===== src/hw/rtl/spq_pkg.sv =====
// shared types, sizes and codes for the sorted priority queue
package spq_pkg;

    localparam int DEPTH   = 64;
    localparam int TAG_W   = 8;
    localparam int PRI_W   = 16;
    localparam int OCC_W   = 7;
    localparam int STAT_W  = 2;
    localparam int CNT_W   = ($clog2(DEPTH + 1) > OCC_W) ? $clog2(DEPTH + 1) : OCC_W;
    localparam int S_DATA_W = 32;
    localparam int M_DATA_W = 40;

    localparam logic CMD_ENQ = 1'b0;
    localparam logic CMD_DEQ = 1'b1;

    localparam logic [STAT_W-1:0] ST_DONE  = 2'd0;
    localparam logic [STAT_W-1:0] ST_EMPTY = 2'd1;
    localparam logic [STAT_W-1:0] ST_FULL  = 2'd2;

    typedef struct packed {
        logic                    valid;
        logic [TAG_W-1:0]        tag;
        logic signed [PRI_W-1:0] pri;
    } entry_t;

    typedef struct packed {
        logic   enq;
        logic   deq;
        entry_t new_entry;
    } ctrl_t;

endpackage


===== src/hw/rtl/spq_cell.sv =====
// one slot of the sorted chain: holds an entry, shifts left or right
module spq_cell (
    input  logic            aclk,
    input  logic            aresetn,
    input  spq_pkg::ctrl_t  ctrl,
    input  spq_pkg::entry_t left_entry,
    input  logic            left_keep,
    input  spq_pkg::entry_t right_entry,
    output spq_pkg::entry_t entry,
    output logic            keep
);

    spq_pkg::entry_t e_reg;
    spq_pkg::entry_t e_next;

    assign keep  = e_reg.valid && (e_reg.pri <= ctrl.new_entry.pri);
    assign entry = e_reg;

    always_comb begin
        e_next = e_reg;
        if (ctrl.enq) begin
            if (!keep) begin
                if (left_keep) begin
                    e_next       = ctrl.new_entry;
                    e_next.valid = 1'b1;
                end else begin
                    e_next = left_entry;
                end
            end
        end else if (ctrl.deq) begin
            e_next = right_entry;
        end
    end

    always_ff @(posedge aclk) begin
        if (!aresetn) begin
            e_reg <= '0;
        end else begin
            e_reg <= e_next;
        end
    end

endmodule


===== config.mk =====
export PLATFORM = sky130hd
export DESIGN_NAME = spq_cell
export DESIGN_NICKNAME = d
export VERILOG_FILES = /design/src/hw/rtl/spq_pkg.sv /design/src/hw/rtl/spq_cell.sv
export SDC_FILE = /design/constraint.sdc
export NUM_CORES = 1
export LEC_CHECK = 0
export BUFFER_PORTS_ARGS = -buffer_cell sky130_fd_sc_hd__buf_2
export CELL_PAD_IN_SITES_DETAIL_PLACEMENT = 0
export CELL_PAD_IN_SITES_GLOBAL_PLACEMENT = 2
export CORE_MARGIN = 1.5
export CORE_UTILIZATION = 25
export CTS_BUF_LIST = sky130_fd_sc_hd__clkbuf_4
export CTS_CLUSTER_SIZE = 16
export DETAILED_ROUTE_END_ITERATION = 8
export MAX_ROUTING_LAYER = met4
export PLACE_DENSITY = 0.84
export SLEW_MARGIN = 10
export SYNTH_ARGS = -nofsm -noshare
export SYNTH_HDL_FRONTEND = slang
export SYNTH_SLANG_ARGS = --single-unit

===== constraint.sdc =====
create_clock -name aclk -period 3.27 [get_ports aclk]
set_input_delay 0.327 -clock aclk [delete_from_list [all_inputs] [get_ports aclk]]
set_output_delay 0.327 -clock aclk [all_outputs]
set_load 0.03 [all_outputs]

== After elaboration in Yosys (flattened, before gate mapping) ==
Cells that the tools add are included.
Storage, ports and cells
  flip-flop bits (word level): 25
  input bits: 80
  word-level logic and storage cells: 12
Operators by class
  $lt $le $gt $ge: 1
  equality and inequality tests: 1
  muxes and demuxes: 4
  reductions and logical operators: 3
Operator list (count)
  two-way mux 25 bit: 4
  less-or-equal comparator 16 bit: 1
  inequality test 2 bit (second input constant): 1
  AND reduction 2 bit: 1
  nonzero test 2 bit: 1
  logical AND 1 bit: 1

== Logic depth before layout (Yosys ltp) ==
  depth after elaboration: 4
  mapped depth: 9
  mapped depth without buffers: 8

== Least setup slack after synthesis ==
OpenSTA, ideal clock, no wires.
  kind: register -> register
  from: reg e_reg, in the netlist entry[15]
  to: reg e_reg, in the netlist entry[24]
  setup time: 0.122 ns
  data arrival time: 2.302 ns
  data required time: 3.148 ns
  setup slack: 0.847 ns
  stages on the path, launching flop included: 8
  buffers on the path: 0
  period minus slack after synthesis: 2.423 ns
  cell sequence: dfxtp_1 -> ha_1 -> nand4_2 -> or2_4 -> a211oi_4 -> nor4_1 -> o31a_1 -> o311a_1
Between the ends
  word-level cells in the longest chain between the ends: 4
Ends and longest elaborated chain
  start, declared: RTL line spq_cell.sv:13  | spq_pkg::entry_t e_reg;
  start signal, assigned: RTL line spq_cell.sv:39  | e_reg <= e_next;
  less-or-equal comparator 16 bit: RTL line spq_cell.sv:16  | assign keep = e_reg.valid && (e_reg.pri <= ctrl.new_entry.pri);
  logical AND 1 bit: RTL line spq_cell.sv:16
  net keep: RTL line spq_cell.sv:10  | output logic keep
  inequality test 2 bit (no line)
  AND reduction 2 bit (no line)
The timed path passes the listed nets, and every way through them passes these cells.
A chain may end at the register's enable or synchronous reset.

== Worst setup path after layout ==
  from: reg e_reg, in the netlist entry[15]
  to: out keep
Between the ends
  word-level cells in the longest chain between the ends: 2
Ends and longest elaborated chain (RTL line)
  less-or-equal comparator 16 bit: spq_cell.sv:16
  logical AND 1 bit: spq_cell.sv:16
  end, declared: spq_cell.sv:10
Every way passes these cells.

==> metrics <==
Avg WL per Cell=about 12 um; Die Wd=92.35 um; transition time at the pin with the least slew margin=0.8812 ns; Detail Route Antenna Nets=0; clock sinks=25; count of endpoints failing hold in the final timing report=0; fraction of final layout cells with drive strength greater than 1=36.67%; Min Clock Period, post-route=2.761 ns; number of buffers inserted during clock tree synthesis=3; area growth from synthesis to layout=31.72%; R2R depth=8; placeable core region=7727 um^2; termination of the worst setup path=keep; worst path arrival time=about 2.4 ns; area enclosed by the die boundary=8528 um^2; flip-flop count of the largest register after layout=25; headroom to the max-slew limit=41.25%; worst-path fanout max=6; buffers from clock root to sink, at most=2; WP data required=2.94 ns; Async S/R FF share, synth=0%; slowest cell on the critical path=ha_1; htree depth=1; power density cells=348.7 nW/um^2; most used flip-flop cell after synthesis=dfxtp_1; Max Transition Viols Final=0; overall via count from detail_route=1925; total power draw=0.0009167 W; synth warn=0; total of max-cap violations=0; Critical Path Source Type=register; Post-route DRC=0; Core Rows=32; final design utilization=between 30% and 40%; y dimension of the die=92.35 um; global-route wire length before repair=about 8700 um; Post-Route Hold Slack=0.2704 ns; WS Path Type=reg -> out; count of mapped cells out of synthesis=234; summed instance area of the synthesized netlist=1996 um^2; I/O Buffers=104; clock-pin slew on the worst setup and hold paths=~0.17 ns; crit path launch=entry[15]$_SDFFE_PN0P_; cts hold-fix bufs=0; number of antenna repair diodes=0; total nets after synthesis=330; Cells after DPL=428; delay of the slowest cell on the worst path=between 0.3 and 0.4 ns; worst-case register-to-register setup slack=0.79 ns; per-instance average area after synthesis=about 8.5 um^2; RD Place Congestion=between 0.7 and 0.8; Post-CTS Setup Repair Bufs=0; CTS root buf=clkbuf_4; antenna violations before repair=0; number of cells on the worst hold path=3; Crit path max-delay family=compound AO/OA/AOI/OAI gates; Sum Neg Setup Slack=0 ns; start of the worst register-to-register path=entry[15]$_SDFFE_PN0P_; HPWL after DPL=a little over 4000 um; CTS tree=built; via count of the first global-routing pass=1844; final number of setup-violating endpoints=0; leakage power total=1.428 nW; largest net degree at the start of global routing=50; number of fill cells in the layout=826; post_cts resized=0; Final period util=84.42%; drt first pass iters=4; initial core utilization=25.83%; GR Util All Layers=13.14%; number of storage elements in the synthesis netlist=25; Overflow after GRT=0; destination of the worst register-to-register timing path=entry[15]$_SDFFE_PN0P_; distinct cell type count of the synthesized netlist=34; Post-Route WL=5372 um; final cell count without fillers=around 430; worst-case clock skew=between 0.015 and 0.02 ns; area occupied by multi-input gates=1356 um^2; unrepaired setup endpoints after global routing=false; Skew-Pair Late Insertion Delay=0.34 ns; depth of the critical timing path with buffers and inverters included=7; Peak VDD IR=0.1460 mV; Avg Vias per Cell=4.456; critical path capture point type=output port; Post-layout nets=427; sequential cell area fraction in the yosys report=25.08%; Post-synth EDFFs=0; Iter 0 DRT Violations=47; outcome=complete, no violations; list of cells traversed by the critical path=ha_1, nand4_2, or2_4, a211o_1, a31oi_1, o31a_1, buf_2; Max Freq=362.2 MHz; number of I/O pins=106; register area=500.5 um^2; buffers and inverters on the worst path=1; type of the worst min-delay path=in -> reg
-- cell usage in the layout, fill, tap and decap left out, types with 2 or more instances in the layout --
| cell | n |
|---|---|
| buf_2 | 104 |
| nand2_1 | 51 |
| mux2i_1 | 48 |
| o211ai_1 | 25 |
| dfxtp_1 | 25 |
| inv_1 | 17 |
| ha_1 | 16 |
| a21oi_1 | 5 |
| buf_4 | 4 |
| nor2_1 | 3 |
| nand4_1 | 3 |
| clkbuf_4 | 3 |
| nor2b_1 | 2 |
| nand4_2 | 2 |
| a211o_1 | 2 |
-- worst min-delay path by stage --
stage,endpoint,from,slack [ns]
2_1_floorplan,entry[0]$_SDFFE_PN0P_,right_entry[0],0.54
3_3_place_gp,entry[18]$_SDFFE_PN0P_,entry[18]$_SDFFE_PN0P_,0.44
3_5_place_dp,entry[17]$_SDFFE_PN0P_,entry[17]$_SDFFE_PN0P_,0.45
4_1_cts,entry[2]$_SDFFE_PN0P_,right_entry[2],0.25
5_1_grt,entry[17]$_SDFFE_PN0P_,right_entry[17],0.25
6_report,entry[23]$_SDFFE_PN0P_,right_entry[23],0.27
-- logic make-up (layout without fill, tap and decap cells) --
logic type,count (synthesis),count (layout),share of synthesized area (%)
compound gates,44,44,18.25
fa+ha+maj,16,16,10.03
buf+inv,33,129,6.959
flops,25,25,25.08
mux,48,48,24.08
simple gates,68,68,15.61
-- metrics by stage --
stage	worst slack [ns]	instance area, um^2
after floorplan	0.8467	1996
after global placement	0.6929	2599
after detailed placement	0.6536	2599
after CTS	0.4482	2629
after global routing	0.3614	2629
final	0.5094	2629
-- area by class of cell --
class,count,area share (%)
clock buffers,3,0.8567
clock inverters,1,0.2856
inverters,17,2.427
multi-input cells,176,51.59
flip-flops and latches,25,19.04
well taps,102,4.855
repair buffers,108,20.94
-- layer usage --
metal	vias up	part of all wire, %	wire (um)	GRT usage, %
met5	-	0	0	-
met4	0	0.35	19	3.333
met3	2	6.1	329	2.381
met2	68	46	2469	21.63
met1	823	48	2553	16.58
li1	1032	-	-	-
-- cells in the mapped netlist (2+ instances only) --
| library cell | count | area share [%] |
|---|---|---|
| a211o_1 | 2 | 0.88 |
| a21oi_1 | 5 | 1.3 |
| buf_1 | 2 | 0.38 |
| buf_6 | 2 | 1.1 |
| clkbuf_1 | 12 | 2.3 |
| dfxtp_1 | 25 | 25 |
| ha_1 | 16 | 10 |
| inv_1 | 17 | 3.2 |
| mux2i_1 | 48 | 24 |
| nand2_1 | 51 | 9.6 |
| nand4_1 | 3 | 0.94 |
| nand4_2 | 2 | 1.3 |
| nor2_1 | 3 | 0.56 |
| nor2b_1 | 2 | 0.63 |
| o211ai_1 | 25 | 9.4 |
-- tightest hold or removal path, stage by stage --
cell and delay (ns):
buf_2 0.07, o211ai_1 0.07, mux2i_1 0.11
-- power breakdown --
part | switching, W | leakage [nW] | internal, W | total [W]
registers | 0.0000241 | 0.208 | 0.000341 | 0.000365
clock network | 0.000109 | 0.0139 | 0.0000468 | 0.000155
logic | 0.000233 | 1.21 | 0.000163 | 0.000396
No activity file was read; power rests on OpenSTA's default activity.
